==> src/design/gfsc_pkg.sv <==
// ----------------------------------------------------------------------------
// GNSS frame sync package
// Types, codes and CRC-24Q helpers shared by the deframer modules.
// ----------------------------------------------------------------------------
`default_nettype none

package gfsc_pkg;

   localparam int unsigned LENGTH_BITS_DEFAULT = 16;
   localparam int unsigned QUEUE_DEPTH         = 2;

   localparam logic [31:0] SHORT_SYNC    = 32'h4748_5343;
   localparam logic [63:0] LONG_SYNC     = 64'h4154_4144_5845_4824;
   localparam logic [23:0] CRC_POLY      = 24'h864C_FB;
   localparam logic [15:0] POSITION_TYPE = 16'hF090;
   localparam logic [15:0] MAX_LEN_RESET = 16'hFFFF;

   typedef enum logic [1:0] {
      PH_HUNT,
      PH_HEAD,
      PH_BODY,
      PH_CHECK
   } phase_type;

   typedef enum logic [2:0] {
      STATUS_DISPATCHED = 3'd0,
      STATUS_CRC_BAD    = 3'd1,
      STATUS_TOO_SHORT  = 3'd2,
      STATUS_IONO       = 3'd3,
      STATUS_UNKNOWN    = 3'd4,
      STATUS_OVER_LIMIT = 3'd5
   } status_type;

   typedef enum logic [3:0] {
      CLASS_BD2         = 4'd0,
      CLASS_BD3         = 4'd1,
      CLASS_CNAV2       = 4'd2,
      CLASS_CNAV3       = 4'd3,
      CLASS_BDXW        = 4'd4,
      CLASS_GPS         = 4'd5,
      CLASS_GLONASS     = 4'd6,
      CLASS_GALILEO     = 4'd7,
      CLASS_PSEUDORANGE = 4'd8,
      CLASS_POSITION    = 4'd9,
      CLASS_NONE        = 4'd10
   } class_type;

   // frame end record handed from the parser to the reporting stage
   typedef struct packed {
      logic        long_sync;
      logic [15:0] frame_type;
      logic [15:0] payload_length;
      logic [23:0] computed_crc;
      logic        crc_good;
      logic        over_limit;
   } event_type;

   // one byte of CRC-24Q, MSB first
   function automatic logic [23:0] crc24q_step(logic [23:0] crc, logic [7:0] data);
      logic [23:0] c;
      c = crc ^ {data, 16'h0000};
      for (int k = 0; k < 8; k++) begin
         if (c[23]) begin
            c = {c[22:0], 1'b0} ^ CRC_POLY;
         end else begin
            c = {c[22:0], 1'b0};
         end
      end
      return c;
   endfunction

   // CRC over the bytes of a sync word, lowest byte first, from byte 'first' on
   function automatic logic [23:0] sync_crc(logic [63:0] word, int unsigned first);
      logic [23:0] c;
      c = 24'h000000;
      for (int k = 0; k < 8; k++) begin
         if (k >= first) begin
            c = crc24q_step(c, word[8*k +: 8]);
         end
      end
      return c;
   endfunction

   localparam logic [23:0] SHORT_SYNC_CRC = sync_crc({SHORT_SYNC, 32'h0000_0000}, 4);
   localparam logic [23:0] LONG_SYNC_CRC  = sync_crc(LONG_SYNC, 0);

endpackage

`default_nettype wire

==> src/design/gfsc_if.sv <==
// ----------------------------------------------------------------------------
// GNSS frame sync channel interfaces
// Valid/ready channels for bytes in, frame reports out and the limit register.
// ----------------------------------------------------------------------------
`default_nettype none

interface gfsc_req_if;
   logic       valid;
   logic       ready;
   logic [7:0] in_byte;

   modport source (output valid, output in_byte, input ready);
   modport sink   (input valid, input in_byte, output ready);
endinterface

interface gfsc_rsp_if;
   logic        valid;
   logic        ready;
   logic        long_sync;
   logic [15:0] frame_type;
   logic [15:0] payload_length;
   logic [23:0] computed_crc;
   logic        crc_good;
   logic [2:0]  frame_status;
   logic [3:0]  decoder_class;

   modport source (output valid, output long_sync, output frame_type,
                   output payload_length, output computed_crc, output crc_good,
                   output frame_status, output decoder_class, input ready);
   modport sink   (input valid, input long_sync, input frame_type,
                   input payload_length, input computed_crc, input crc_good,
                   input frame_status, input decoder_class, output ready);
endinterface

interface gfsc_csr_if;
   logic        valid;
   logic        ready;
   logic [15:0] max_payload_length;

   modport source (output valid, output max_payload_length, input ready);
   modport sink   (input valid, input max_payload_length, output ready);
endinterface

`default_nettype wire

==> src/design/gnss_frame_sync_crc24q_checker_top.sv <==
// A frame's record is posted as its last CRC byte is taken (its last length
// byte if over limit) and reaches rsp_chan via the queue and report register.
// Throughput: one byte per cycle; req_chan.ready drops only while the
// two-entry record queue is full behind a stalled report register.
// Synchronous reset clears the parser to hunting, empties the queue and the
// report register, and sets the payload limit to 65535.
// ----------------------------------------------------------------------------
// GNSS frame sync CRC-24Q checker
// Byte-serial deframer: sync hunt, header capture, CRC check, frame report.
// ----------------------------------------------------------------------------
`default_nettype none

module gnss_frame_sync_crc24q_checker_top
   import gfsc_pkg::*;
#(
   parameter int unsigned LENGTH_BITS = LENGTH_BITS_DEFAULT
) (
   input  wire logic  clock,
   input  wire logic  reset,
   gfsc_req_if.sink   req_chan,
   gfsc_rsp_if.source rsp_chan,
   gfsc_csr_if.sink   csr_chan
);

   logic [15:0] max_len_ff;
   logic        queue_full;
   logic        push;
   event_type   push_event;
   logic        pop;
   logic        head_valid;
   event_type   head_event;

   assign csr_chan.ready = 1'b1;

   always_ff @(posedge clock) begin
      if (reset) begin
         max_len_ff <= MAX_LEN_RESET;
      end else if (csr_chan.valid) begin
         max_len_ff <= csr_chan.max_payload_length;
      end
   end

   gfsc_front #(
      .LENGTH_BITS (LENGTH_BITS)
   ) u_front (
      .clock      (clock),
      .reset      (reset),
      .req_chan   (req_chan),
      .max_len    (max_len_ff),
      .queue_full (queue_full),
      .push       (push),
      .push_event (push_event)
   );

   gfsc_queue u_queue (
      .clock      (clock),
      .reset      (reset),
      .push       (push),
      .push_event (push_event),
      .full       (queue_full),
      .pop        (pop),
      .head_valid (head_valid),
      .head_event (head_event)
   );

   gfsc_back u_back (
      .clock      (clock),
      .reset      (reset),
      .head_valid (head_valid),
      .head_event (head_event),
      .pop        (pop),
      .rsp_chan   (rsp_chan)
   );

endmodule

`default_nettype wire

==> src/design/gfsc_front.sv <==
// ----------------------------------------------------------------------------
// GNSS frame sync parser
// Hunts for sync, captures header, runs CRC-24Q and posts a frame end record.
// ----------------------------------------------------------------------------
`default_nettype none

module gfsc_front
   import gfsc_pkg::*;
#(
   parameter int unsigned LENGTH_BITS = LENGTH_BITS_DEFAULT
) (
   input  wire logic        clock,
   input  wire logic        reset,
   gfsc_req_if.sink         req_chan,
   input  wire logic [15:0] max_len,
   input  wire logic        queue_full,
   output      logic        push,
   output      event_type   push_event
);

   localparam logic [16:0] LEN_LIMIT = 17'((64'd1 << LENGTH_BITS) - 64'd1);

   phase_type               phase_ff, phase_in;
   logic [63:0]             window_ff, window_in;
   logic [1:0]              idx_ff, idx_in;
   logic [LENGTH_BITS-1:0]  count_ff, count_in;
   logic [15:0]             type_ff, type_in;
   logic [15:0]             len_ff, len_in;
   logic [23:0]             crc_ff, crc_in;
   logic [23:0]             rcv_ff, rcv_in;
   logic                    long_ff, long_in;

   logic                    accept;
   logic [7:0]              data;
   logic [63:0]             window_next;
   logic                    short_hit, long_hit;
   logic [15:0]             len_next;
   logic                    over_limit;
   logic [LENGTH_BITS-1:0]  count_next;
   logic                    body_done;
   logic [23:0]             rcv_next;
   logic [23:0]             crc_next;

   assign req_chan.ready = ~queue_full;
   assign accept         = req_chan.valid & ~queue_full;
   assign data           = req_chan.in_byte;

   assign window_next = {data, window_ff[63:8]};
   assign short_hit   = (window_next[63:32] == SHORT_SYNC);
   assign long_hit    = (window_next == LONG_SYNC);
   assign len_next    = {data, len_ff[7:0]};
   assign over_limit  = ({1'b0, len_next} > {1'b0, max_len}) || ({1'b0, len_next} > LEN_LIMIT);
   assign count_next  = count_ff + 1'b1;
   assign body_done   = (count_next >= len_ff[LENGTH_BITS-1:0]);
   assign rcv_next    = {rcv_ff[15:0], data};
   assign crc_next    = crc24q_step(crc_ff, data);

   // next phase
   always_comb begin
      phase_in = phase_ff;
      if (accept) begin
         unique case (phase_ff)
            PH_HUNT: begin
               if (short_hit || long_hit) begin
                  phase_in = PH_HEAD;
               end
            end
            PH_HEAD: begin
               if (idx_ff == 2'd3) begin
                  if (over_limit) begin
                     phase_in = PH_HUNT;
                  end else if (len_next == 16'h0000) begin
                     phase_in = PH_CHECK;
                  end else begin
                     phase_in = PH_BODY;
                  end
               end
            end
            PH_BODY: begin
               if (body_done) begin
                  phase_in = PH_CHECK;
               end
            end
            PH_CHECK: begin
               if (idx_ff == 2'd2) begin
                  phase_in = PH_HUNT;
               end
            end
            default: phase_in = PH_HUNT;
         endcase
      end
   end

   // datapath and frame end record
   always_comb begin
      window_in  = window_ff;
      idx_in     = idx_ff;
      count_in   = count_ff;
      type_in    = type_ff;
      len_in     = len_ff;
      crc_in     = crc_ff;
      rcv_in     = rcv_ff;
      long_in    = long_ff;
      push       = 1'b0;
      push_event = '{long_sync:      long_ff,
                     frame_type:     type_ff,
                     payload_length: len_ff,
                     computed_crc:   crc_ff,
                     crc_good:       (rcv_next == crc_ff),
                     over_limit:     1'b0};
      if (accept) begin
         unique case (phase_ff)
            PH_HUNT: begin
               window_in = window_next;
               if (short_hit || long_hit) begin
                  // short sync wins when both match
                  long_in   = ~short_hit;
                  crc_in    = short_hit ? SHORT_SYNC_CRC : LONG_SYNC_CRC;
                  window_in = '0;
                  idx_in    = 2'd0;
                  count_in  = '0;
               end
            end
            PH_HEAD: begin
               crc_in = crc_next;
               unique case (idx_ff)
                  2'd0:    type_in[7:0]  = data;
                  2'd1:    type_in[15:8] = data;
                  2'd2:    len_in[7:0]   = data;
                  default: len_in[15:8]  = data;
               endcase
               idx_in = idx_ff + 2'd1;
               if (idx_ff == 2'd3) begin
                  idx_in   = 2'd0;
                  count_in = '0;
                  if (over_limit) begin
                     push                      = 1'b1;
                     push_event.payload_length = len_next;
                     push_event.over_limit     = 1'b1;
                     push_event.crc_good       = 1'b0;
                  end
               end
            end
            PH_BODY: begin
               crc_in   = crc_next;
               count_in = body_done ? '0 : count_next;
            end
            PH_CHECK: begin
               rcv_in = rcv_next;
               idx_in = idx_ff + 2'd1;
               if (idx_ff == 2'd2) begin
                  idx_in = 2'd0;
                  push   = 1'b1;
               end
            end
            default: ;
         endcase
      end
   end

   always_ff @(posedge clock) begin
      if (reset) begin
         phase_ff  <= PH_HUNT;
         window_ff <= '0;
         idx_ff    <= '0;
         count_ff  <= '0;
         long_ff   <= 1'b0;
      end else begin
         phase_ff  <= phase_in;
         window_ff <= window_in;
         idx_ff    <= idx_in;
         count_ff  <= count_in;
         long_ff   <= long_in;
      end
   end

   // header, CRC and received CRC are rewritten before any use after a sync
   always_ff @(posedge clock) begin
      type_ff <= type_in;
      len_ff  <= len_in;
      crc_ff  <= crc_in;
      rcv_ff  <= rcv_in;
   end

endmodule

`default_nettype wire

==> src/design/gfsc_queue.sv <==
// ----------------------------------------------------------------------------
// GNSS frame sync record queue
// Short FIFO of frame end records between parser and reporting stage.
// ----------------------------------------------------------------------------
`default_nettype none

module gfsc_queue
   import gfsc_pkg::*;
(
   input  wire logic      clock,
   input  wire logic      reset,
   input  wire logic      push,
   input  wire event_type push_event,
   output      logic      full,
   input  wire logic      pop,
   output      logic      head_valid,
   output      event_type head_event
);

   localparam int unsigned PTR_BITS   = (QUEUE_DEPTH > 1) ? $clog2(QUEUE_DEPTH) : 1;
   localparam int unsigned COUNT_BITS = $clog2(QUEUE_DEPTH + 1);
   localparam logic [COUNT_BITS-1:0] DEPTH_COUNT = COUNT_BITS'(QUEUE_DEPTH);
   localparam logic [PTR_BITS-1:0]   LAST_PTR    = PTR_BITS'(QUEUE_DEPTH - 1);

   event_type               entries_ff [QUEUE_DEPTH];
   logic [PTR_BITS-1:0]     wr_ptr_ff, wr_ptr_in;
   logic [PTR_BITS-1:0]     rd_ptr_ff, rd_ptr_in;
   logic [COUNT_BITS-1:0]   count_ff, count_in;
   logic                    do_pop;

   assign full       = (count_ff == DEPTH_COUNT);
   assign head_valid = (count_ff != '0);
   assign head_event = entries_ff[rd_ptr_ff];
   assign do_pop     = pop & head_valid;

   always_comb begin
      wr_ptr_in = wr_ptr_ff;
      rd_ptr_in = rd_ptr_ff;
      count_in  = count_ff;
      if (push) begin
         wr_ptr_in = (wr_ptr_ff == LAST_PTR) ? '0 : wr_ptr_ff + 1'b1;
      end
      if (do_pop) begin
         rd_ptr_in = (rd_ptr_ff == LAST_PTR) ? '0 : rd_ptr_ff + 1'b1;
      end
      if (push && !do_pop) begin
         count_in = count_ff + 1'b1;
      end else if (!push && do_pop) begin
         count_in = count_ff - 1'b1;
      end
   end

   always_ff @(posedge clock) begin
      if (reset) begin
         wr_ptr_ff <= '0;
         rd_ptr_ff <= '0;
         count_ff  <= '0;
      end else begin
         wr_ptr_ff <= wr_ptr_in;
         rd_ptr_ff <= rd_ptr_in;
         count_ff  <= count_in;
      end
   end

   always_ff @(posedge clock) begin
      if (push) begin
         entries_ff[wr_ptr_ff] <= push_event;
      end
   end

endmodule

`default_nettype wire

==> src/design/gfsc_back.sv <==
// ----------------------------------------------------------------------------
// GNSS frame sync reporting stage
// Classifies each frame end record and holds the report in an output register.
// ----------------------------------------------------------------------------
`default_nettype none

module gfsc_back
   import gfsc_pkg::*;
(
   input  wire logic      clock,
   input  wire logic      reset,
   input  wire logic      head_valid,
   input  wire event_type head_event,
   output      logic      pop,
   gfsc_rsp_if.source     rsp_chan
);

   logic        valid_ff, valid_in;
   logic        long_ff;
   logic [15:0] type_ff;
   logic [15:0] len_ff;
   logic [23:0] crc_ff;
   logic        good_ff;
   status_type  status_ff, status_in;
   class_type   class_ff, class_in;

   class_type   pick;
   logic [6:0]  need;
   logic        known;
   logic        iono;

   assign pop      = head_valid & (~valid_ff | rsp_chan.ready);
   assign valid_in = pop | (valid_ff & ~rsp_chan.ready);

   // decoder pick from the type, before the length rule
   always_comb begin
      pick  = CLASS_NONE;
      need  = 7'd1;
      known = 1'b1;
      iono  = 1'b0;
      if (head_event.long_sync) begin
         if (head_event.frame_type == POSITION_TYPE) begin
            pick = CLASS_POSITION;
            need = 7'd70;
         end else begin
            known = 1'b0;
         end
      end else begin
         unique case (head_event.frame_type)
            16'd1: begin
               pick = CLASS_BD2;
               need = 7'd67;
            end
            16'd2: begin
               pick = CLASS_BD3;
               need = 7'd76;
            end
            16'd3:  pick = CLASS_CNAV2;
            16'd4:  pick = CLASS_CNAV3;
            16'd41: pick = CLASS_BDXW;
            16'd11: begin
               pick = CLASS_GPS;
               need = 7'd64;
            end
            16'd21: pick = CLASS_GLONASS;
            16'd31, 16'd32: begin
               pick = CLASS_GALILEO;
               need = 7'd66;
            end
            16'd61, 16'd62: pick = CLASS_PSEUDORANGE;
            16'd205, 16'd206, 16'd214: iono = 1'b1;
            default: known = 1'b0;
         endcase
      end
   end

   always_comb begin
      class_in = CLASS_NONE;
      priority if (head_event.over_limit) begin
         status_in = STATUS_OVER_LIMIT;
      end else if (!head_event.crc_good) begin
         status_in = STATUS_CRC_BAD;
      end else if (iono) begin
         status_in = STATUS_IONO;
      end else if (!known) begin
         status_in = STATUS_UNKNOWN;
      end else if (head_event.payload_length < {9'd0, need}) begin
         status_in = STATUS_TOO_SHORT;
      end else begin
         status_in = STATUS_DISPATCHED;
         class_in  = pick;
      end
   end

   always_ff @(posedge clock) begin
      if (reset) begin
         valid_ff <= 1'b0;
      end else begin
         valid_ff <= valid_in;
      end
   end

   always_ff @(posedge clock) begin
      if (pop) begin
         long_ff   <= head_event.long_sync;
         type_ff   <= head_event.frame_type;
         len_ff    <= head_event.payload_length;
         crc_ff    <= head_event.over_limit ? 24'h000000 : head_event.computed_crc;
         good_ff   <= head_event.crc_good & ~head_event.over_limit;
         status_ff <= status_in;
         class_ff  <= class_in;
      end
   end

   assign rsp_chan.valid          = valid_ff;
   assign rsp_chan.long_sync      = long_ff;
   assign rsp_chan.frame_type     = type_ff;
   assign rsp_chan.payload_length = len_ff;
   assign rsp_chan.computed_crc   = crc_ff;
   assign rsp_chan.crc_good       = good_ff;
   assign rsp_chan.frame_status   = status_ff;
   assign rsp_chan.decoder_class  = class_ff;

endmodule

`default_nettype wire

==> src/flat_wrapper.sv <==
// flat-port wrapper written by rule: the top's interface ports become plain ports
module gnss_frame_sync_crc24q_checker_top_flat import gfsc_pkg::*;
#(
   parameter int unsigned LENGTH_BITS = LENGTH_BITS_DEFAULT
)
  (clock, reset, req_chan_valid, req_chan_in_byte, req_chan_ready, rsp_chan_valid, rsp_chan_long_sync, rsp_chan_frame_type, rsp_chan_payload_length, rsp_chan_computed_crc, rsp_chan_crc_good, rsp_chan_frame_status, rsp_chan_decoder_class, rsp_chan_ready, csr_chan_valid, csr_chan_max_payload_length, csr_chan_ready);
  gfsc_req_if req_chan_i ();
  gfsc_rsp_if rsp_chan_i ();
  gfsc_csr_if csr_chan_i ();
  input  wire logic clock;
  input  wire logic reset;
  input wire logic [$bits(req_chan_i.valid)-1:0] req_chan_valid;
  input wire logic [$bits(req_chan_i.in_byte)-1:0] req_chan_in_byte;
  output wire logic [$bits(req_chan_i.ready)-1:0] req_chan_ready;
  output wire logic [$bits(rsp_chan_i.valid)-1:0] rsp_chan_valid;
  output wire logic [$bits(rsp_chan_i.long_sync)-1:0] rsp_chan_long_sync;
  output wire logic [$bits(rsp_chan_i.frame_type)-1:0] rsp_chan_frame_type;
  output wire logic [$bits(rsp_chan_i.payload_length)-1:0] rsp_chan_payload_length;
  output wire logic [$bits(rsp_chan_i.computed_crc)-1:0] rsp_chan_computed_crc;
  output wire logic [$bits(rsp_chan_i.crc_good)-1:0] rsp_chan_crc_good;
  output wire logic [$bits(rsp_chan_i.frame_status)-1:0] rsp_chan_frame_status;
  output wire logic [$bits(rsp_chan_i.decoder_class)-1:0] rsp_chan_decoder_class;
  input wire logic [$bits(rsp_chan_i.ready)-1:0] rsp_chan_ready;
  input wire logic [$bits(csr_chan_i.valid)-1:0] csr_chan_valid;
  input wire logic [$bits(csr_chan_i.max_payload_length)-1:0] csr_chan_max_payload_length;
  output wire logic [$bits(csr_chan_i.ready)-1:0] csr_chan_ready;
  assign req_chan_i.valid = req_chan_valid;
  assign req_chan_i.in_byte = req_chan_in_byte;
  assign req_chan_ready = req_chan_i.ready;
  assign rsp_chan_valid = rsp_chan_i.valid;
  assign rsp_chan_long_sync = rsp_chan_i.long_sync;
  assign rsp_chan_frame_type = rsp_chan_i.frame_type;
  assign rsp_chan_payload_length = rsp_chan_i.payload_length;
  assign rsp_chan_computed_crc = rsp_chan_i.computed_crc;
  assign rsp_chan_crc_good = rsp_chan_i.crc_good;
  assign rsp_chan_frame_status = rsp_chan_i.frame_status;
  assign rsp_chan_decoder_class = rsp_chan_i.decoder_class;
  assign rsp_chan_i.ready = rsp_chan_ready;
  assign csr_chan_i.valid = csr_chan_valid;
  assign csr_chan_i.max_payload_length = csr_chan_max_payload_length;
  assign csr_chan_ready = csr_chan_i.ready;
  gnss_frame_sync_crc24q_checker_top #(.LENGTH_BITS(LENGTH_BITS)) u_core (.clock(clock), .reset(reset), .req_chan(req_chan_i), .rsp_chan(rsp_chan_i), .csr_chan(csr_chan_i));
endmodule
==> config.mk <==
export PLATFORM = sky130hd
export DESIGN_NAME = gnss_frame_sync_crc24q_checker_top_flat
export DESIGN_NICKNAME = d
export VERILOG_FILES = /design/src/design/gfsc_pkg.sv /design/src/design/gfsc_if.sv /design/src/design/gnss_frame_sync_crc24q_checker_top.sv /design/src/design/gfsc_front.sv /design/src/design/gfsc_queue.sv /design/src/design/gfsc_back.sv /design/src/flat_wrapper.sv
export SDC_FILE = /design/constraint.sdc
export NUM_CORES = 1
export LEC_CHECK = 0
export BUFFER_PORTS_ARGS = -buffer_cell sky130_fd_sc_hd__buf_2
export CAP_MARGIN = 5
export CORE_MARGIN = 1.5
export CORE_UTILIZATION = 35
export CTS_CLUSTER_SIZE = 30
export DETAILED_ROUTE_END_ITERATION = 12
export PLACE_DENSITY_LB_ADDON = 0.05
export SETUP_SLACK_MARGIN = 0.5
export SLEW_MARGIN = 25
export SYNTH_ARGS = -nofsm -noshare
export SYNTH_HDL_FRONTEND = slang
export SYNTH_SLANG_ARGS = --single-unit
export TNS_END_PERCENT = 100
==> constraint.sdc <==
create_clock -name clock -period 11.6 [get_ports clock]
set_clock_uncertainty 0.1 [all_clocks]
set_input_delay 0.58 -clock clock [delete_from_list [all_inputs] [get_ports clock]]
set_output_delay 0.58 -clock clock [all_outputs]
set_load 0.1 [all_outputs]
==> results of run 1 <==
==> layout by cell type, fill, tap and decap left out, types with 5 or more instances in the layout <==
master and count:
nor4bb_1 6, nor4_1 23, o21ai_0 27, nand3b_1 6
nor2b_1 5, nor4b_1 7, and2_1 9, nor3b_1 8
clkbuf_16 42, dfxtp_1 98, a21oi_1 88, and3_1 15
mux2i_1 37, buf_4 10, nor3_1 9, inv_1 55
xnor2_1 65, mux2_2 26, xnor2_2 5, a32o_1 6
ha_1 49, nand2_1 136, nand3_1 69, clkinv_1 8
o2bb2ai_1 5, nand2b_1 12, edfxtp_1 255, a211oi_1 8
o211ai_1 21, nor2_1 51, clkbuf_1 9, buf_2 95
nand4_1 15, a21o_1 13, a31oi_1 5, xor2_1 29
==> final cells by class <==
| cell class | instances | area, µm² | area share (%) |
|---|---|---|---|
| tap | 592 | 741 | 4.11 |
| inverter | 58 | 218 | 1.21 |
| sequential | 354 | 9640 | 53.5 |
| multi-input combinational | 811 | 5530 | 30.7 |
| timing repair buffer | 105 | 551 | 3.05 |
| clock inverter | 19 | 224 | 1.24 |
| clock buffer | 53 | 1110 | 6.17 |
==> registers in the layout (all words and copies together) (netlist names), 24 cells and up, named ones only <==
| name | count |
|---|---|
| u_core.u_front.crc_ff | 24 |
| u_core.u_front.window_ff | 56 |
| u_core.u_queue.entries_ff | 118 |
| u_core.u_back.rsp_chan.computed_crc | 24 |
==> through the flow <==
step           hold WS (ns)  area (µm²)  util (%)  instances
2_1_floorplan         0.321       15600         -       1276
3_3_place_gp          0.323       16700      37.8       1920
3_5_place_dp          0.332       16700      37.8       1920
4_1_cts               0.103       18000      40.8       1992
5_1_grt               0.119       18000      40.8       1992
6_report              0.131       18000      40.8       1992
==> metal layers <==
layer  vias to the layer above  part of all wire (%)  track usage, %
met5                         -                     0               0
met4                         0                   2.2            4.70
met3                        59                   3.5            3.23
met2                       129                    45            25.0
met1                      4738                    49            23.2
li1                       4871                     -               -
==> cell families after synthesis <==
group / after synthesis
buf+inv: 111
flops: 354
simple gates: 395
mux: 63
compound gates: 202
xor+xnor: 101
fa+ha+maj: 49
other cells: 1
==> critical path, cell delays in order (launching register included) <==
cell and delay, ns:
dfxtp_4 0.74, buf_4 0.61, mux2_2 0.42, a21oi_2 0.26, a31o_2 0.24, o21ai_0 0.07
and2_1 0.19, ha_1 0.30, a21boi_0 0.12, a2111oi_0 0.59, and3_1 0.24, a21oi_1 0.12
a21o_1 0.18, a21oi_1 0.14
==> where the power goes <==
group	internal (W)	leakage [nW]	switching, W	total, W
registers	0.00150	3.14	0.0000575	0.00156
logic	0.000190	2.58	0.000857	0.00105
clock network	0.000768	0.645	0.000519	0.00129
total	0.00246	6.36	0.00143	0.00389
==> final timing paths <==
| kind | from | slack [ns] | end |
|---|---|---|---|
| hold reg to reg | u_core.u_front.type_ff[1] | 0.35 | u_core.u_queue.entries_ff[1][43] |
| setup reg to reg | flop | 7.10 | u_core.u_back.rsp_chan.frame_status[1] |
| setup / recovery | flop | 7.10 | u_core.u_back.rsp_chan.frame_status[1] |
| hold / removal | csr_chan_max_payload_length[0] | 0.13 | u_core.max_len_ff[0] |
==> key figures, run 1 <==
Synth
  • Syn_area_per_cell: 12.2 µm²
  • Synth top area share: 49.1%
  • Post-Synth Simple-Gate Area: 12.9%
  • Synth cell count leaders: 255 x edfxtp_1, 136 x nand2_1, 99 x dfxtp_1
  • Syn nets: 1,354
  • Yosys warns: 0
  • Most frequent cell after synthesis: edfxtp_1
  • Mapped Area: 15,600 µm²
  • Sequential area share after synthesis: 61.8%
  • Mux contribution to synthesized area: 4.25%
  • Cells after Synth: 1,276
  • Largest family of logic cells by synthesized area: simple AND/OR/NAND/NOR gates
  • Top area cells in the synthesized netlist: edfxtp_1 49%, dfxtp_1 13%, ha_1 3.9%, xnor2_1 3.7%, nand2_1 3.3%
  • Top FF cell, synth: edfxtp_1
  • Post-synth EDFFs: 255
  • Largest area contributor in the netlist: edfxtp_1
  • Synth Area in Compound Gates: 8.19%
  • Seq cells post-synth: 354
  • Post-Synth XOR/XNOR Area: 6.08%
  • Asr flop ratio synth: 0%
  • Yosys cell types: 73
  • Area share of fa/ha/maj cells after synthesis: 3.93%

Hold path
  • Hold crit path type: primary input to flop
  • Depth of the worst hold-timing path: 3

Timing
  • Fin crit period: 4.50 ns
  • Slew Limit Fails: 0
  • Relative slew slack: 34.7%
  • FMAX: 0.222 GHz
  • Tcrit/Tclk final: 38.8%
  • Setup TNS: 0 ns
  • RSZ-0062 raised after global routing: no
  • Fin. Hold Viols: 0
  • Setup violations, final: 0
  • Worst Max-Slew Pin Slew: 0.979 ns
  • Worst setup margin: 7.10 ns

CTS
  • Latest clock arrival within the worst-skew pair: 0.56 ns
  • Clock Tree Buf Depth: 3
  • Total CTS buffers: 41
  • Hold-fix buffers, CTS: 0
  • CTS-repair resized insts: 0
  • Root Driver: clkbuf_16
  • CTS tree: yes
  • CTS Sinks: 354
  • H-tree lvl count: 2
  • Postcts setup bufs: 0
  • CTS clk-pin slew, worst paths: 0.06 ns

Global routing
  • First-pass GRT wire length: 58.1 mm
  • Total Routing Usage GR: 16.2%
  • Initial antenna violation count: 0
  • GRT overflow: 0
  • Pin count of the biggest net entering global routing: 84
  • Vias in the first global route: 9,688

Pwr
  • Pwr/cell area: 216 nW/µm²
  • Total power: 0.00389 W
  • Leakage power: 6.36 nW
  • Worst VDD drop: 190 µV

Setup path
  • CP Data Arrival Time: 4.82 ns
  • WS Path Type: flop to flop
  • Critical Path RT: 11.92 ns
  • CP Max Fanout: 55
  • Type of destination of the critical path: flop
  • Critical Path Start Type: flop
  • R2R cell count: 13

Status
  • Status: completed

Routing
  • Total number of vias: 9,797
  • Routed len/inst: 18.7 µm
  • Vias/cell: 4.92
  • DR iter-0 viols: 547
  • Remaining DRCs: 0
  • Routed WL: 37.2 mm
  • Post-route ant nets: 0
  • Pre-antenna DRT Iters: 4

Die
  • Num rows: 77
  • Die Width: 214 µm
  • Die Area: 45,800 µm²
  • Core area: 44,100 µm²
  • Starting Density: 35.3%
  • Die span in y: 214 µm
  • Io pins: 97

Placement
  • Post-DP HPWL: 25.0 mm
  • Setup WS pre-CTS: 7.05 ns
  • I/O Buffers: 95
  • RePlAce Congestion: 0.804

Final layout
  • Final net count: 1,449
  • Fill count: 4,253
  • # diodes: 0
  • Layout area overhead: 15.6%
  • Share of cells above drive strength 1: 14.9%

Job
  • Max Cap Violations: 0
Power figures use the tool's default switching activity.
==> run 2: changes to the inputs <==
==> constraint.sdc (replaced) <==
create_clock -name clock -period 4.6 [get_ports clock]
set_clock_uncertainty 0.1 [all_clocks]
set_input_delay 0.23 -clock clock [delete_from_list [all_inputs] [get_ports clock]]
set_output_delay 0.23 -clock clock [all_outputs]
set_load 0.1 [all_outputs]
==> run 2 against run 1 <==
Compared with the run above:
- worst hold slack got worse by 0.12 ns
- sequential cell count unchanged
- critical path depth did not move
- clock power rose to 2.5 times the previous value
- critical endpoint unchanged
- highest routed layer unchanged
==> key figures, run 2 (synthesis results as in run 1) <==
Pwr
  • Gate power share: 27.4% (+0.5 points)
  • Seq pwr share: 39.5% (-0.5 points)
  • Worst VDD drop: 340 µV (+79%)
  • Pwr/cell area: 535 nW/µm² (+150%)
  • NetSw: 0.00363 W (+150%)
  • Cell internal pwr: 0.00617 W (+150%)
  • Clock share of power: 33.1% (about the same)
  • Leakage power: 6.48 nW (+1.9%)
  • Sw Ratio: 37.0% (+0.14 points)

Setup path
  • Crit path buf inv count: 1 (unchanged)
  • WS Path Type: flop to flop
  • Type of destination of the critical path: flop
  • Critical Path Start Type: flop
  • Cell mode on critical path: a21oi_1
  • R2r endpoint: u_core.u_back.rsp_chan.frame_status[1]
  • CP max-delay cell: dfxtp_4
  • Critical Path RT: 4.92 ns (-7.00 ns)
  • Flop2flop setup slack: 0.81 ns (-6.29 ns)
  • Crit path max-delay family: compound AO/OA/AOI/OAI gates
  • Slowest Stage Delay on Critical Path: 0.53 ns (-0.21 ns)
  • CP Data Arrival Time: 4.11 ns (-0.71 ns)
  • R2R cell count: 13 (unchanged)
  • CP Max Fanout: 30 (-45%)
  • Worst path cell trace: buf_4 > mux2_2 > a21oi_2 > a31o_2 > o21ai_0 > and2_1 > ha_1 > a21boi_0 > a2111oi_1 > and3_1 > a21oi_1 > a21o_1 > a21oi_1

Hold path
  • Hold Path End: u_core.u_back.rsp_chan.valid
  • Hold path start: rsp_chan_ready
  • Hold crit path type: primary input to flop
  • Depth of the worst hold-timing path: 3 (unchanged)

Global routing
  • Initial antenna violation count: 0 (unchanged)
  • Pin count of the biggest net entering global routing: 60 (-29%)
  • Total Routing Usage GR: 16.6% (+0.32 points)
  • GRT overflow: 0 (unchanged)
  • Vias in the first global route: 10,000 (+3.5%)
  • First-pass GRT wire length: 59.2 mm (+2.0%)

Routing
  • DR iter-0 viols: 592 (+8.2%)
  • Routed len/inst: 18.8 µm (+0.67%)
  • Routed WL: 38.1 mm (+2.3%)
  • Total number of vias: 10,000 (+2.2%)
  • Pre-antenna DRT Iters: 5 (+1)
  • Vias/cell: 4.95 (+0.58%)
  • Remaining DRCs: 0 (unchanged)
  • Post-route ant nets: 0 (unchanged)

Placement
  • Dpl cell area: 16,800 µm² (+0.61%)
  • I/O Buffers: 95 (unchanged)
  • Post-DP HPWL: 25.5 mm (+1.9%)
  • RePlAce Congestion: 0.789 (-1.9%)

Timing
  • Setup TNS: 0 ns (unchanged)
  • RSZ-0062 raised after global routing: no
  • Worst Max-Slew Pin Slew: 0.958 ns (-0.0216 ns)
  • FMAX: 0.264 GHz (+19%)
  • Relative slew slack: 36.2% (+1.4 points)
  • Setup violations, final: 0 (unchanged)
  • Fin. Hold Viols: 0 (unchanged)
  • Fin crit period: 3.79 ns (-0.710 ns)
  • Slew Limit Fails: 0 (unchanged)
  • Tcrit/Tclk final: 82.4% (+44 points)

Die
  • Io pins: 97 (unchanged)
  • Die span in y: 214 µm (unchanged)
  • Die Width: 214 µm (unchanged)
  • Core area: 44,100 µm² (unchanged)
  • Die Area: 45,800 µm² (unchanged)
  • Num rows: 77 (unchanged)
  • Starting Density: 35.3% (unchanged)

Final layout
  • Largest register by flop count: u_core.u_queue.entries_ff
  • Layout area overhead: 17.4%
  • Share of cells above drive strength 1: 15.7% (+0.78 points)
  • # diodes: 0 (unchanged)
  • Final net count: 1,478 (+2.0%)
  • Commonest non-fill, non-tap cells in the layout: 255 x edfxtp_1, 136 x nand2_1, 98 x dfxtp_1
  • Top Registers: u_core.u_queue.entries_ff: 118 flops, u_core.u_front.window_ff: 56 flops
  • Commonest non-fill, non-tap cell in the layout: edfxtp_1
  • Design area: 18,300 µm² (+1.6%)
  • Max FFs per register: 118 (unchanged)

CTS
  • Root Driver: clkbuf_16
  • Clock Tree Buf Depth: 3 (unchanged)
  • Total CTS buffers: 42 (+2.4%)
  • CTS clk-pin slew, worst paths: 0.06 ns (about the same)
  • CTS tree: yes
  • CTS Sinks: 354 (unchanged)
  • Latest clock arrival within the worst-skew pair: 0.56 ns (about the same)
  • H-tree lvl count: 2 (unchanged)

Status
  • Status: completed

Job
  • Max Cap Violations: 0 (unchanged)
==> run 2: repair_timing <==
item	CTS	global route
hold endpoints to repair	16	0
hold buffers	16	0
setup buffers	0	0
gates resized for setup	0	2
endpoints found under the setup margin	0	3
==> run 2: per-stage QoR <==
stage               util, %  hold WS [ns]  std cells  setup WS [ns]  total power [W]
floorplan                 -         0.229       1276          0.442          0.00615
global placement       38.0         0.329       1932          0.854          0.00664
detailed placement     38.0         0.332       1932          0.793          0.00664
CTS                    41.5        0.0181       2024          0.761          0.00994
global route           41.5        0.0353       2024          0.531           0.0102
finish                 41.5        0.0137       2024          0.811          0.00980
==> run 2: layer usage <==
| metal | up-vias | wire [µm] | GRT usage, % |
|---|---|---|---|
| met5 | - | 0 | 0 |
| met4 | 0 | 912 | 5.63 |
| met3 | 60 | 1260 | 2.38 |
| met2 | 162 | 17500 | 26.2 |
| met1 | 4857 | 18400 | 23.3 |
| li1 | 4933 | - | - |
==> run 2: power groups by stage <==
stage	Clock [W]	Sequential, W	Combinational, W
4_1_cts	0.00335	0.00387	0.00271
2_1_floorplan	0	0.00532	0.000836
6_report	0.00324	0.00387	0.00268
3_3_place_gp	0	0.00393	0.00270
3_5_place_dp	0	0.00394	0.00270
5_1_grt	0.00346	0.00390	0.00281
==> run 2: cell type report <==
class	instances	area, µm²
clock buffer	53	1130
clock inverter	23	213
fill	4240	25800
inverter	58	218
multi-input combinational	811	5540
sequential	354	9640
tap	592	741
timing repair buffer	133	820
==> run 2: worst max path at each step <==
stage / startpoint / endpoint / slack [ns] / cells past startpoint
floorplan: u_core.u_queue.count_ff[0] / u_core.u_queue.entries_ff[1][0] / 0.44 / 5
global placement: flop / u_core.u_back.rsp_chan.frame_status[1] / 0.85 / 12
detailed placement: flop / u_core.u_back.rsp_chan.frame_status[1] / 0.79 / 12
CTS: flop / u_core.u_back.rsp_chan.frame_status[1] / 0.76 / 12
global route: flop / u_core.u_back.rsp_chan.frame_status[1] / 0.53 / 13
finish: flop / u_core.u_back.rsp_chan.frame_status[1] / 0.81 / 13
==> run 2: worst min-delay path, stage by stage <==
cell and delay, ns:
buf_2 0.07, nand2b_1 0.17, a21oi_1 0.13
==> run 3: changes to the inputs <==
==> constraint.sdc (replaced) <==
create_clock -name clock -period 3.6 [get_ports clock]
set_clock_uncertainty 0.1 [all_clocks]
set_input_delay 0.18 -clock clock [delete_from_list [all_inputs] [get_ports clock]]
set_output_delay 0.18 -clock clock [all_outputs]
set_load 0.1 [all_outputs]
==> run 3 against run 2 <==
Compared with the run above:
- final cell count up 3.2%
- combinational power up 36%
- final area up 5.3%
- die area unchanged
- highest routed layer unchanged
- sequential power up 27%
- sequential share of layout area down 2.6 points
- core utilization up 2.2 points
==> key figures, run 3 (synthesis results as in run 1) <==
CTS
  • CTS clk-pin slew, worst paths: 0.06 ns (about the same)
  • Root Driver: clkbuf_16
  • Clock Tree Buf Depth: 3 (unchanged)
  • CTS Sinks: 354 (unchanged)
  • H-tree lvl count: 2 (unchanged)
  • CTS tree: yes
  • Total CTS buffers: 40 (-4.8%)
  • Latest clock arrival within the worst-skew pair: 0.56 ns (about the same)

Pwr
  • Sw Ratio: 36.8% (-0.19 points)
  • Leakage power: 6.84 nW (+5.5%)
  • Seq pwr share: 38.9% (-0.6 points)
  • Gate power share: 29.0% (+1.6 points)
  • Worst VDD drop: 407 µV (+20%)
  • Cell internal pwr: 0.00795 W (+29%)
  • NetSw: 0.00463 W (+28%)
  • Clock share of power: 32.1% (-1.0 points)
  • Pwr/cell area: 653 nW/µm² (+22%)

Routing
  • Vias/cell: 4.94 (-0.20%)
  • Routed len/inst: 18.7 µm (-0.54%)
  • Total number of vias: 10,300 (+3.0%)
  • Post-route ant nets: 0 (unchanged)
  • Routed WL: 39.1 mm (+2.6%)
  • DR iter-0 viols: 518 (-13%)
  • Remaining DRCs: 0 (unchanged)
  • Pre-antenna DRT Iters: 6 (+1)

Final layout
  • Final net count: 1,542 (+4.3%)
  • Commonest non-fill, non-tap cell in the layout: edfxtp_1
  • Max FFs per register: 118 (unchanged)
  • Commonest non-fill, non-tap cells in the layout: 255 x edfxtp_1, 135 x nand2_1, 95 x buf_2
  • # diodes: 0 (unchanged)
  • Top Registers: u_core.u_queue.entries_ff: 118 flops, u_core.u_front.window_ff: 56 flops
  • Largest register by flop count: u_core.u_queue.entries_ff
  • Layout area overhead: 23.7%
  • Share of cells above drive strength 1: 23.3% (+7.6 points)

Setup path
  • Critical Path Start Type: flop
  • Critical Path RT: 3.92 ns (-1.00 ns)
  • WS Path Type: flop to flop
  • CP Max Fanout: 5 (-83%)
  • Type of destination of the critical path: flop
  • CP Data Arrival Time: 3.63 ns (-0.48 ns)

Die
  • Num rows: 77 (unchanged)
  • Die Area: 45,800 µm² (unchanged)
  • Die span in y: 214 µm (unchanged)
  • Die Width: 214 µm (unchanged)
  • Core area: 44,100 µm² (unchanged)
  • Starting Density: 35.3% (unchanged)
  • Io pins: 97 (unchanged)

Placement
  • RePlAce Congestion: 0.812 (+3.0%)
  • I/O Buffers: 95 (unchanged)
  • Setup WS pre-CTS: 0.223 ns (-0.570 ns)
  • Post-DP HPWL: 25.7 mm (+0.75%)

Timing
  • Tcrit/Tclk final: 92.1% (+9.7 points)
  • FMAX: 0.302 GHz (+14%)
  • Worst Max-Slew Pin Slew: 0.690 ns (-0.267 ns)
  • RSZ-0062 raised after global routing: yes
  • Setup TNS: 0 ns (unchanged)
  • Fin crit period: 3.32 ns (-0.474 ns)
  • Slew Limit Fails: 0 (unchanged)
  • Relative slew slack: 53.7% (+18 points)
  • Fin. Hold Viols: 0 (unchanged)
  • Worst setup margin: 0.285 ns (-0.526 ns)
  • Setup violations, final: 0 (unchanged)

Hold path
  • Hold crit path type: primary input to flop

Job
  • Max Cap Violations: 0 (unchanged)

Global routing
  • GRT overflow: 0 (unchanged)
  • Pin count of the biggest net entering global routing: 67 (+12%)
  • First-pass GRT wire length: 61.5 mm (+3.8%)
  • Vias in the first global route: 10,400 (+3.2%)
  • Total Routing Usage GR: 17.2% (+0.61 points)
  • Initial antenna violation count: 0 (unchanged)

Status
  • Status: completed
run 3: changes by cell type in the layout (fill, tap and decap cells not counted), sizes merged:
cell and change:
clkinvlp +1, buf +62, clkinv -8, bufinv +1, dlygate4sd3 +3, or2 +1
inv -1, clkbuf +5
run 3: final timing paths:
check | start | end | slack [ns] | cells past startpoint
worst min register to register | u_core.u_front.type_ff[5] | u_core.u_queue.entries_ff[1][47] | 0.34 | 0
worst max-delay path | flop | u_core.u_back.rsp_chan.frame_status[1] | 0.28 | 14
worst max register to register | flop | u_core.u_back.rsp_chan.frame_status[1] | 0.28 | 14
worst min-delay path | req_chan_in_byte[0] | u_core.u_front.len_ff[0] | 0.02 | 2
run 3: power groups by stage:
stage	clock (W)	sequential, W	combinational [W]
floorplan	0	0.00680	0.00111
global placement	0	0.00501	0.00353
detailed placement	0	0.00502	0.00352
CTS	0.00416	0.00490	0.00368
global route	0.00432	0.00493	0.00383
finish	0.00404	0.00490	0.00365
run 3: stage by stage:
step | instances | util, % | power (W) | cell area (µm²) | hold WS, ns
after floorplan | 1276 | - | 0.00790 | 15700 | 0.179
after global placement | 1957 | 38.8 | 0.00854 | 17100 | 0.300
after detailed placement | 1957 | 38.8 | 0.00855 | 17100 | 0.306
after CTS | 2078 | 42.9 | 0.0127 | 18900 | 0.00368
after global routing | 2088 | 43.7 | 0.0131 | 19300 | 0.0130
final | 2088 | 43.7 | 0.0126 | 19300 | 0.0245
run 3: final cells by class:
type | instances | area (µm²)
fillers | 4208 | 24800
inverters | 58 | 218
clock buffers | 58 | 1090
clock inverters | 16 | 184
flip-flops and latches | 354 | 9650
repair buffers | 198 | 1400
multi-input cells | 812 | 5990
well taps | 592 | 741
run 3: repair_timing:
action,4_1_cts,5_1_grt
pin swaps,27,38
hold buffers,19,0
gates cloned,2,0
buffers inserted,26,10
endpoints found under the setup margin,90,77
endpoints found under the hold margin,29,0
gates resized for setup,42,47
run 3: layer usage:
| metal | wire length, µm | vias up | GRT usage, % |
|---|---|---|---|
| met2 | 17700 | 157 | 26.7 |
| li1 | - | 5068 | - |
| met3 | 1450 | 54 | 3.28 |
| met4 | 832 | 0 | 4.92 |
| met1 | 19100 | 5029 | 24.3 |
| met5 | 0 | - | 0 |
run 3: critical path: stages (launching register included):
cell       delay, ns
dfxtp_4         0.36
buf_8           0.12
or4b_4          0.49
a222oi_1        0.38
buf_4           0.19
buf_6           0.08
a21o_1          0.10
o21ai_1         0.06
a21o_1          0.17
ha_1            0.21
a2111oi_2       0.33
and3_4          0.24
a21oi_4         0.06
a21o_1          0.17
a21oi_2         0.10
